$ cat src/rtl/core/ssag_pkg.sv
// Package for the strided slice address generator.
// Holds field widths, register indexes, reset values and parameter defaults.
// No dependencies.
`default_nettype none

package ssag_pkg;

  // Parameter defaults
  localparam int unsigned MaxDimsDefault  = 4;
  localparam int unsigned AddrBitsDefault = 32;

  // Fixed field widths
  localparam int unsigned ElemBits     = 64;
  localparam int unsigned OutAddrBits  = 32;
  localparam int unsigned FieldBits    = 16;
  localparam int unsigned StrideBits   = 32;
  localparam int unsigned PosBits      = FieldBits + 1;
  localparam int unsigned ProdBits     = PosBits + StrideBits;
  localparam int unsigned RegDimFields = 4;
  localparam int unsigned DimsBits     = 3;
  localparam int unsigned DimsCalcBits = 4;

  // Configuration port
  localparam int unsigned CfgIdxBits  = 3;
  localparam int unsigned CfgDataBits = 64;

  typedef enum logic [CfgIdxBits-1:0] {
    CfgDimsInUse     = 3'd0,
    CfgExtents       = 3'd1,
    CfgStarts        = 3'd2,
    CfgStridesOuter  = 3'd3,
    CfgStridesInner  = 3'd4
  } cfg_index_e;

  // Register reset values
  localparam logic [DimsBits-1:0]    DimsReset    = 3'd1;
  localparam logic [CfgDataBits-1:0] ExtentsReset = 64'h0001_0001_0001_0001;
  localparam logic [CfgDataBits-1:0] StartsReset  = 64'h0;
  localparam logic [CfgDataBits-1:0] StridesReset = 64'h0;

endpackage

`default_nettype wire

$ cat src/rtl/core/strided_slice_address_generator.sv
// Strided slice address generator: odometer over slice indices plus a
// three-stage offset / multiply / sum pipeline. Depends on ssag_pkg.
`default_nettype none

// Takes one element per transfer in slice order and returns it with its source
// tensor offset, the sum over used dimensions of (index + start) * stride,
// modulo 2^ADDR_BITS and shown on 32 bits, and a last flag on the final element
// of the slice, after which the indices wrap to zero. One item is accepted
// every clock while results are taken; a stalled output fills the three stages
// and then holds the input. Each result passes through the three pipeline
// registers, the first of which the input transfer itself loads: offset add
// with the odometer step, one multiplier per dimension, then the adder over all
// dimensions. Configuration writes take effect for the next accepted element
// and leave the indices as they are; write only while the pipeline is empty.
module strided_slice_address_generator #(
  parameter int unsigned MAX_DIMS  = ssag_pkg::MaxDimsDefault,
  parameter int unsigned ADDR_BITS = ssag_pkg::AddrBitsDefault
) (
  input  wire logic                               clk_i,
  input  wire logic                               rst_ni,
  // configuration
  input  wire logic                               cfg_we_i,
  input  wire logic [ssag_pkg::CfgIdxBits-1:0]    cfg_index_i,
  input  wire logic [ssag_pkg::CfgDataBits-1:0]   cfg_data_i,
  // input channel
  input  wire logic                               in_valid_i,
  output logic                                    in_ready_o,
  input  wire logic [ssag_pkg::ElemBits-1:0]      element_in_i,
  // output channel
  output logic                                    out_valid_o,
  input  wire logic                               out_ready_i,
  output logic [ssag_pkg::OutAddrBits-1:0]        source_address_o,
  output logic [ssag_pkg::ElemBits-1:0]           element_out_o,
  output logic                                    slice_last_o
);

  localparam int unsigned FB = ssag_pkg::FieldBits;
  localparam int unsigned SB = ssag_pkg::StrideBits;
  localparam int unsigned PB = ssag_pkg::PosBits;
  localparam int unsigned MB = ssag_pkg::ProdBits;
  localparam int unsigned EB = ssag_pkg::ElemBits;
  localparam int unsigned NB = ssag_pkg::DimsCalcBits;

  // ---------------------------------------------------------------------------
  // Configuration registers
  // ---------------------------------------------------------------------------
  logic [ssag_pkg::DimsBits-1:0]    dims_q;
  logic [ssag_pkg::CfgDataBits-1:0] extents_q;
  logic [ssag_pkg::CfgDataBits-1:0] starts_q;
  logic [ssag_pkg::CfgDataBits-1:0] strides_outer_q;
  logic [ssag_pkg::CfgDataBits-1:0] strides_inner_q;

  always_ff @(posedge clk_i or negedge rst_ni) begin
    if (!rst_ni) begin
      dims_q          <= ssag_pkg::DimsReset;
      extents_q       <= ssag_pkg::ExtentsReset;
      starts_q        <= ssag_pkg::StartsReset;
      strides_outer_q <= ssag_pkg::StridesReset;
      strides_inner_q <= ssag_pkg::StridesReset;
    end else if (cfg_we_i) begin
      case (ssag_pkg::cfg_index_e'(cfg_index_i))
        ssag_pkg::CfgDimsInUse:    dims_q <= cfg_data_i[ssag_pkg::DimsBits-1:0];
        ssag_pkg::CfgExtents:      extents_q <= cfg_data_i;
        ssag_pkg::CfgStarts:       starts_q <= cfg_data_i;
        ssag_pkg::CfgStridesOuter: strides_outer_q <= cfg_data_i;
        ssag_pkg::CfgStridesInner: strides_inner_q <= cfg_data_i;
        default: ; // drop writes to unknown indexes
      endcase
    end
  end

  // Per-dimension view of the registers; dimensions past the fields are fixed
  logic [FB-1:0] ext_w    [MAX_DIMS];
  logic [FB-1:0] start_w  [MAX_DIMS];
  logic [SB-1:0] stride_w [MAX_DIMS];

  for (genvar d = 0; d < MAX_DIMS; d++) begin : g_dim_cfg
    if (d < ssag_pkg::RegDimFields) begin : g_reg
      assign ext_w[d]   = extents_q[FB*d +: FB];
      assign start_w[d] = starts_q[FB*d +: FB];
      if (d < 2) begin : g_outer
        assign stride_w[d] = strides_outer_q[SB*d +: SB];
      end else begin : g_inner
        assign stride_w[d] = strides_inner_q[SB*(d-2) +: SB];
      end
    end else begin : g_fixed
      assign ext_w[d]    = FB'(1);
      assign start_w[d]  = '0;
      assign stride_w[d] = '0;
    end
  end

  // Used dimension count: zero acts as one, capped at MAX_DIMS
  logic [NB-1:0] dims_used;
  always_comb begin
    dims_used = NB'(dims_q);
    if (dims_used == '0) begin
      dims_used = NB'(1);
    end
    if (dims_used > NB'(MAX_DIMS)) begin
      dims_used = NB'(MAX_DIMS);
    end
  end

  // ---------------------------------------------------------------------------
  // Pipeline handshake
  // ---------------------------------------------------------------------------
  logic v0_q, v1_q, v2_q;
  logic rdy0, rdy1, rdy2;
  logic in_xfer;

  assign rdy2       = !v2_q || out_ready_i;
  assign rdy1       = !v1_q || rdy2;
  assign rdy0       = !v0_q || rdy1;
  assign in_ready_o = rdy0;
  assign in_xfer    = in_valid_i && in_ready_o;

  always_ff @(posedge clk_i or negedge rst_ni) begin
    if (!rst_ni) begin
      v0_q <= 1'b0;
      v1_q <= 1'b0;
      v2_q <= 1'b0;
    end else begin
      if (rdy0) v0_q <= in_valid_i;
      if (rdy1) v1_q <= v0_q;
      if (rdy2) v2_q <= v1_q;
    end
  end

  // ---------------------------------------------------------------------------
  // Odometer
  // ---------------------------------------------------------------------------
  logic [FB-1:0] cnt_q [MAX_DIMS];
  logic [FB-1:0] cnt_d [MAX_DIMS];
  logic          last_d;

  always_comb begin
    logic          carry;
    logic [PB-1:0] nxt;
    carry = 1'b1;
    nxt   = '0;
    for (int k = MAX_DIMS - 1; k >= 0; k--) begin
      nxt = PB'(cnt_q[k]) + PB'(1);
      if (k >= int'(dims_used)) begin
        cnt_d[k] = '0;
      end else if (carry) begin
        // a zero extent wraps as an extent of one does
        if (nxt >= PB'(ext_w[k])) begin
          cnt_d[k] = '0;
        end else begin
          cnt_d[k] = nxt[FB-1:0];
          carry    = 1'b0;
        end
      end else begin
        cnt_d[k] = cnt_q[k];
      end
    end
    last_d = carry;
  end

  always_ff @(posedge clk_i or negedge rst_ni) begin
    if (!rst_ni) begin
      for (int k = 0; k < MAX_DIMS; k++) begin
        cnt_q[k] <= '0;
      end
    end else if (in_xfer) begin
      for (int k = 0; k < MAX_DIMS; k++) begin
        cnt_q[k] <= cnt_d[k];
      end
    end
  end

  // ---------------------------------------------------------------------------
  // Stage 0: source positions
  // ---------------------------------------------------------------------------
  logic [PB-1:0] pos_q [MAX_DIMS];
  logic [EB-1:0] elem0_q;
  logic          last0_q;

  always_ff @(posedge clk_i) begin
    if (rdy0) begin
      for (int k = 0; k < MAX_DIMS; k++) begin
        // unused dimensions contribute nothing
        if (k < int'(dims_used)) begin
          pos_q[k] <= PB'(cnt_q[k]) + PB'(start_w[k]);
        end else begin
          pos_q[k] <= '0;
        end
      end
      elem0_q <= element_in_i;
      last0_q <= last_d;
    end
  end

  // ---------------------------------------------------------------------------
  // Stage 1: one product per dimension
  // ---------------------------------------------------------------------------
  logic [ADDR_BITS-1:0] prod_q [MAX_DIMS];
  logic [EB-1:0]        elem1_q;
  logic                 last1_q;

  always_ff @(posedge clk_i) begin
    if (rdy1) begin
      for (int k = 0; k < MAX_DIMS; k++) begin
        prod_q[k] <= ADDR_BITS'(MB'(pos_q[k]) * MB'(stride_w[k]));
      end
      elem1_q <= elem0_q;
      last1_q <= last0_q;
    end
  end

  // ---------------------------------------------------------------------------
  // Stage 2: sum into the result register
  // ---------------------------------------------------------------------------
  logic [ADDR_BITS-1:0] addr_sum;
  logic [ADDR_BITS-1:0] addr_q;
  logic [EB-1:0]        elem2_q;
  logic                 last2_q;

  always_comb begin
    addr_sum = '0;
    for (int k = 0; k < MAX_DIMS; k++) begin
      addr_sum = addr_sum + prod_q[k];
    end
  end

  always_ff @(posedge clk_i) begin
    if (rdy2) begin
      addr_q  <= addr_sum;
      elem2_q <= elem1_q;
      last2_q <= last1_q;
    end
  end

  assign out_valid_o      = v2_q;
  assign source_address_o = ssag_pkg::OutAddrBits'(addr_q);
  assign element_out_o    = elem2_q;
  assign slice_last_o     = last2_q;

`ifndef SYNTHESIS
  logic cnt_all_zero;
  always_comb begin
    cnt_all_zero = 1'b1;
    for (int k = 0; k < MAX_DIMS; k++) begin
      if (cnt_q[k] != '0) cnt_all_zero = 1'b0;
    end
  end

  // the odometer wraps to zero after the final element of the slice
  a_wrap_after_last: assert property (@(posedge clk_i) disable iff (!rst_ni)
    (in_xfer && last_d) |=> cnt_all_zero)
    else $error("odometer not cleared after final element");

  // an empty result register never holds back the input side
  a_ready_when_empty: assert property (@(posedge clk_i) disable iff (!rst_ni)
    !out_valid_o |-> in_ready_o)
    else $error("input stalled while result register empty");

  // a transfer into a full pipeline needs the output to move
  a_no_overrun: assert property (@(posedge clk_i) disable iff (!rst_ni)
    (in_xfer && v0_q && v1_q && v2_q) |-> out_ready_i)
    else $error("input taken while pipeline full and stalled");
`endif

endmodule

`default_nettype wire

$ cat config.mk
export PLATFORM = sky130hd
export DESIGN_NAME = strided_slice_address_generator
export DESIGN_NICKNAME = d
export VERILOG_FILES = /design/src/rtl/core/ssag_pkg.sv /design/src/rtl/core/strided_slice_address_generator.sv
export SDC_FILE = /design/constraint.sdc
export NUM_CORES = 2
export LEC_CHECK = 0
export BUFFER_PORTS_ARGS = -buffer_cell sky130_fd_sc_hd__buf_2
export CAP_MARGIN = 10
export CORE_MARGIN = 1.5
export CORE_UTILIZATION = 59
export CTS_CLUSTER_DIAMETER = 80
export CTS_CLUSTER_SIZE = 8
export DETAILED_ROUTE_END_ITERATION = 6
export PLACE_DENSITY = 0.79
export SYNTH_ARGS = -nofsm -noshare
export SYNTH_HDL_FRONTEND = slang
export SYNTH_SLANG_ARGS = --single-unit
$ cat constraint.sdc
create_clock -name clk_i -period 6.5 [get_ports clk_i]
set_clock_uncertainty 0.05 [all_clocks]
set_input_delay 1.3 -clock clk_i [delete_from_list [all_inputs] [get_ports clk_i]]
set_output_delay 1.3 -clock clk_i [all_outputs]
set_load 0.02 [all_outputs]
After elaboration in Yosys (flattened, before gate mapping)
Memory sizes are Yosys's and may differ from the RTL's.
Index checks and enable logic that the tools add are counted.
- word-level logic and storage cells: 131
- memories kept: 2
- bits in writable memories: 196
- register bits after elaboration: 553
- output and inout port bits: 99
- bits of input ports: 136
- mux-type cells: 54
- bitwise operators: 4
- reduce and logical (&&, ||, !) cells: 20
- equal/unequal tests: 4
- multipliers: 4
- add/sub/neg operators: 11
- $lt $le $gt $ge: 13
- memories (name ; depth ; width ; read ports ; clocked after Yosys merged registers in ; wr ports ; RTL line ; RTL):
    prod_q ; 4 ; 32 ; 4 ; 0 ; 4 ; strided_slice_address_generator.sv:198 ; logic [ADDR_BITS-1:0] prod_q [MAX_DIMS];
    pos_q ; 4 ; 17 ; 4 ; 0 ; 4 ; strided_slice_address_generator.sv:176 ; logic [PB-1:0] pos_q [MAX_DIMS];
- operators with widths (operator ; count):
    16-bit 2-to-1 mux ; 11
    17-bit by 32-bit multiplier with 32-bit output ; 4
    32-bit adder ; 3
    16-bit by 1-bit adder with 17-bit output (second input constant) ; 4
    16-bit by 16-bit adder with 17-bit output ; 4
    17-bit by 16-bit greater-or-equal comparator with 1-bit output ; 4
    17-bit 2-to-1 mux ; 4
    1-bit 2-to-1 mux ; 37
    2-bit AND reduction ; 8
    1-bit by 4-bit greater-or-equal comparator with 1-bit output (first input constant) ; 2
    2-bit by 4-bit greater-or-equal comparator with 1-bit output (first input constant) ; 2
    1-bit by 4-bit < comparator with 1-bit output (first input constant) ; 2
    2-bit by 4-bit < comparator with 1-bit output (first input constant) ; 2
    3-bit by 2-bit equality test with 1-bit output (second input constant) ; 2
    3-bit zero test ; 2
    2-bit nonzero test ; 3
    4-bit by 3-bit greater-than comparator with 1-bit output (second input constant) ; 1
    4-bit 2-to-1 mux ; 1
    1-bit OR ; 4
    3-bit by 1-bit equality test with 1-bit output (second input constant) ; 1
    3-bit equality test (second input constant) ; 1
    1-bit zero test ; 3
    1-bit logical OR ; 3
    3-bit 2-to-1 mux ; 1
    1-bit logical AND ; 1

Logic depth before layout (Yosys ltp)
- depth after elaboration: 12
- gate-level depth with buffers: 24
- gate-level depth less buffers: 23

Worst setup path before layout
No wires, ideal clock.
- kind: register -> register
- start point: mem pos_q[1][3] in the netlist's numbering
- end point: mem prod_q[1][25] in the netlist's numbering, data pin
- cell stages (with the launch flop): 22
- slack: 26 ps
- buffers on the path: 2
- arrival time: 6163 ps
- required time: 6189 ps
- clock period less this slack: 6474 ps
- library setup time: 261 ps
- path through: edfxtp_1 -> clkbuf_1 -> clkbuf_1 -> nand2_1 -> fa_1 -> fa_1 -> inv_1 -> fa_1 -> inv_1 -> fa_1 -> fa_1 -> fa_1 -> inv_1 -> ha_1 -> or4b_1 -> o32ai_2 -> o221ai_2 -> a31o_1 -> a21oi_1 -> o21bai_1 -> and4b_1 -> a311o_1
- RTL lines (item ; RTL line):
    from (decl) ; strided_slice_address_generator.sv:176
    to (decl) ; strided_slice_address_generator.sv:198

==> flow_summary.toml <==
[route]
postRouteAntennaNets = 0
drtIter0Drc = 4649
detail_route.wirelength_um = 214200
vias_per_cell = 5.647
post_drt_wl_per_cell_um = 20.74
drt-pass1-iter-count = 7
drc_errors_left = 1
detailroute.via_count = 58319

[timing]
setup_total_negative_slack_ps = 0
setup_ws_ps = 108.8
timing_max_transition_violations_final = 0
worst_slew_margin_rel_pct = 25.19
hold_violations = 0
fmaxAchievable_mhz = 156.5
worst_slew_pin_slew_ps = 1107
timing.hold.ws_ps = 355.5
setup_violations = 0
fin_crit_sh_pct = 98.33
fin_crit_period_ps = 6391

[cells_and_area]
layout_commonest_cell = "sky130_fd_sc_hd__inv_1"
instances_no_fill = 10327
most_frequent_cells_in_the_layout = "sky130_fd_sc_hd__inv_1 (1731), sky130_fd_sc_hd__fa_1 (1342), sky130_fd_sc_hd__nand2_1 (1317)"
syn2layout_area_growth_pct = 10.53
fill_cells = 10200
layout-drive-gt1-share_pct = 11.87
num-nets-final = 10371

[run_status]
failed_checks = "design-rule violations"
status = "complete, but fails checks"

[global_routing]
grt_most_used_layer = "met2"
globalRouteMet2Util_pct = 49.99
grt_max_degree = 157
grt_pass1_vias = 62378
met1_usage_pct = 40.24
antenna_found_initial = 16
grt_overflow = 0
grt_pass1_wl_um = 341400
grt_usage_pct = 31.68
groute.layer.met3.usage_pct = 6.752

[clocking]
post_cts_hold_buffer_count = 0
clock_latency_on_the_worst_skew_pair_ps = 760
htreeDepth = 3
clk_transition_reported_paths_ps = 60
cts_buffer_depth = 3
cts-root-buf = "sky130_fd_sc_hd__clkbuf_16"
tritoncts = "yes"
clock-sinks = 749
cts_inserted_buffers = 108

[setup_path]
critical_path.startpoint_type = "flop"
cell_by_cell_listing_of_the_critical_path = "and2_4 -> fa_1 -> inv_1 -> fa_1 -> inv_1 -> fa_1 -> fa_1 -> inv_1 -> fa_1 -> fa_1 -> inv_1 -> ha_2 -> or4b_4 -> o32ai_4 -> o221ai_4 -> a31o_1 -> a21oi_1 -> o21bai_1 -> and4b_1 -> a311o_1"
setup.worst_path.class = "flop to flop"
crit_slowest_cell = "sky130_fd_sc_hd__or4b_4"
end_kind = "flop"
worst_path_most_repeated_cell = "sky130_fd_sc_hd__fa_1"
worstPathArrival_ps = 6790
cp.required_ps = 6900
critical_path.n_buffers_inverters = 4
slowest_stage_delay_cp_ps = 560
max_fanout_on_critical_path = 4
cpLargestDelayFamily = "adder cells"

[floorplan]
dieHeight_um = 373.8
design.core.area_sq_um = 136000
io_pins = 235
placementRows = 135
dieArea_sq_um = 139700
initial_core_util_pct = 59.64
die_boundary_width_um = 373.8

[flow_run]
drv.max_cap_violation_count = 0

[synth]
mappedNetlistArea_sq_um = 81100
ys_async_sr_fraction_pct = 43.52
synth_seq_cells = 749
post_synth_main_area_contributors = "sky130_fd_sc_hd__fa_1 (33%), sky130_fd_sc_hd__edfxtp_1 (15%), sky130_fd_sc_hd__dfrtp_1 (9.9%)"
synth_sequential_area_ratio_pct = 25.52
synthesis.instances = 8120
ys_dominant_reg_cell = "sky130_fd_sc_hd__edfxtp_1"
postSynthAreaPerCell_sq_um = 9.988
ys_warn_count = 0
synth.lib_cells_used.distinct = 90
netlist.area_leader.share_pct = 33.13
synth_enable_flop_cells = 406
yosys.area.top_type = "sky130_fd_sc_hd__fa_1"
synthesis.nets = 10029

[place]
post-place-ws_ps = 18.36
post-dp-hpwl_um = 169300
post-place-cells = 10087
placement.io_buffers = 234
gp_congestion = 0.9657

[hold_path]
worst_hold_path_type = "flop to flop"
-- worst paths after layout --
| kind | endpoint | startpoint | slack (ps) | depth (start not counted) |
|---|---|---|---|---|
| worst max-delay path | prod_q[1][25] | pos_q[1][5] | 110 | 20 |
| worst min-delay path | elem1_q[51] | elem0_q[51] | 360 | 0 |
| worst max register to register | prod_q[1][25] | pos_q[1][5] | 110 | 20 |
| worst min register to register | elem1_q[51] | elem0_q[51] | 360 | 0 |
| max in group asynchronous | strides_outer_q[39] | rst_ni | 4550 | 2 |
| min in group asynchronous | strides_outer_q[63] | rst_ni | 420 | 1 |
-- registers in the layout (all words and copies together), names as in the netlist, 3 cells and up --
signal            flops
cnt_q                64
dims_q                3
elem0_q              64
elem1_q              64
element_out_o        64
extents_q            64
pos_q                68
prod_q              128
source_address_o     32
starts_q             64
strides_inner_q      64
strides_outer_q      64
-- cells by family (layout without fill, tap and decap cells) --
kind of cell	count (synthesis)	in the layout	share of synthesized area, %
muxes	199	199	2.760
adders and majority gates	1773	1773	39.78
and+or+nand+nor	2323	2323	13.26
DFF	749	749	25.52
buffers and inverters	2071	2484	9.621
other	0	13	0
xor gates and xnor gates	339	339	3.661
AOI/OAI and AO/OA	666	666	5.407
-- area by class of cell --
type                            instances  area, sq um  area share (%)
Sequential cell                       749        20760           23.16
Inverter                             1734         6511           7.264
Tap cell                             1781         2228           2.486
Clock buffer                          167         2945           3.286
Multi-Input combinational cell       5300        52830           58.94
Clock inverter                         14        250.2          0.2792
Timing Repair Buffer                  569         4076           4.548
Antenna cell                           13        32.53         0.03629
-- stage by stage --
stage | util (%) | instance area, sq um
2_1_floorplan | - | 81100
3_3_place_gp | 63.03 | 85710
3_5_place_dp | 63.03 | 85710
4_1_cts | 65.38 | 88910
5_1_grt | 65.91 | 89610
6_report | 65.92 | 89640
-- repair_timing --
action | 4_1_cts | 5_1_grt
gates resized for setup | 3 | 99
setup endpoints to repair | 4 | 32
setup buffers | 0 | 45
pin swaps | 0 | 24
-- worst reg2reg max path, delay by kind of cell (launching register included) --
kind	cells	cell delay, ps
buffers and inverters	4	210
adder cells (fa/ha/maj)	7	3150
AO/OA/AOI/OAI	6	1330
flip-flops	1	480
AND/OR/NAND/NOR	3	930
-- Yosys cell counts (26+ instances only) --
| library cell | n |
|---|---|
| sky130_fd_sc_hd__inv_1 | 1733 |
| sky130_fd_sc_hd__fa_1 | 1342 |
| sky130_fd_sc_hd__xnor2_1 | 253 |
| sky130_fd_sc_hd__clkbuf_1 | 318 |
| sky130_fd_sc_hd__xor2_1 | 86 |
| sky130_fd_sc_hd__a22o_1 | 26 |
| sky130_fd_sc_hd__and2_1 | 524 |
| sky130_fd_sc_hd__mux2_2 | 197 |
| sky130_fd_sc_hd__o21ai_0 | 185 |
| sky130_fd_sc_hd__nor2_1 | 152 |
| sky130_fd_sc_hd__a21oi_1 | 147 |
| sky130_fd_sc_hd__nand2_1 | 1322 |
| sky130_fd_sc_hd__a21o_1 | 59 |
| sky130_fd_sc_hd__nand3_1 | 94 |
| sky130_fd_sc_hd__dfrtp_1 | 321 |
| sky130_fd_sc_hd__nor3_1 | 54 |
| sky130_fd_sc_hd__edfxtp_1 | 406 |
| sky130_fd_sc_hd__nor2b_1 | 35 |
| sky130_fd_sc_hd__o21a_1 | 39 |
| sky130_fd_sc_hd__ha_1 | 431 |
-- metal layers --
| layer | wire, um | vias to the layer above |
|---|---|---|
| li1 | - | 25493 |
| met1 | 80150 | 29377 |
| met2 | 98540 | 2797 |
| met3 | 20150 | 646 |
| met4 | 15270 | 6 |
| met5 | 39 | - |
Power is left out: the tool's default activity adds up to more than one toggle a clock period on the data nets, which glitch-free logic cannot reach.
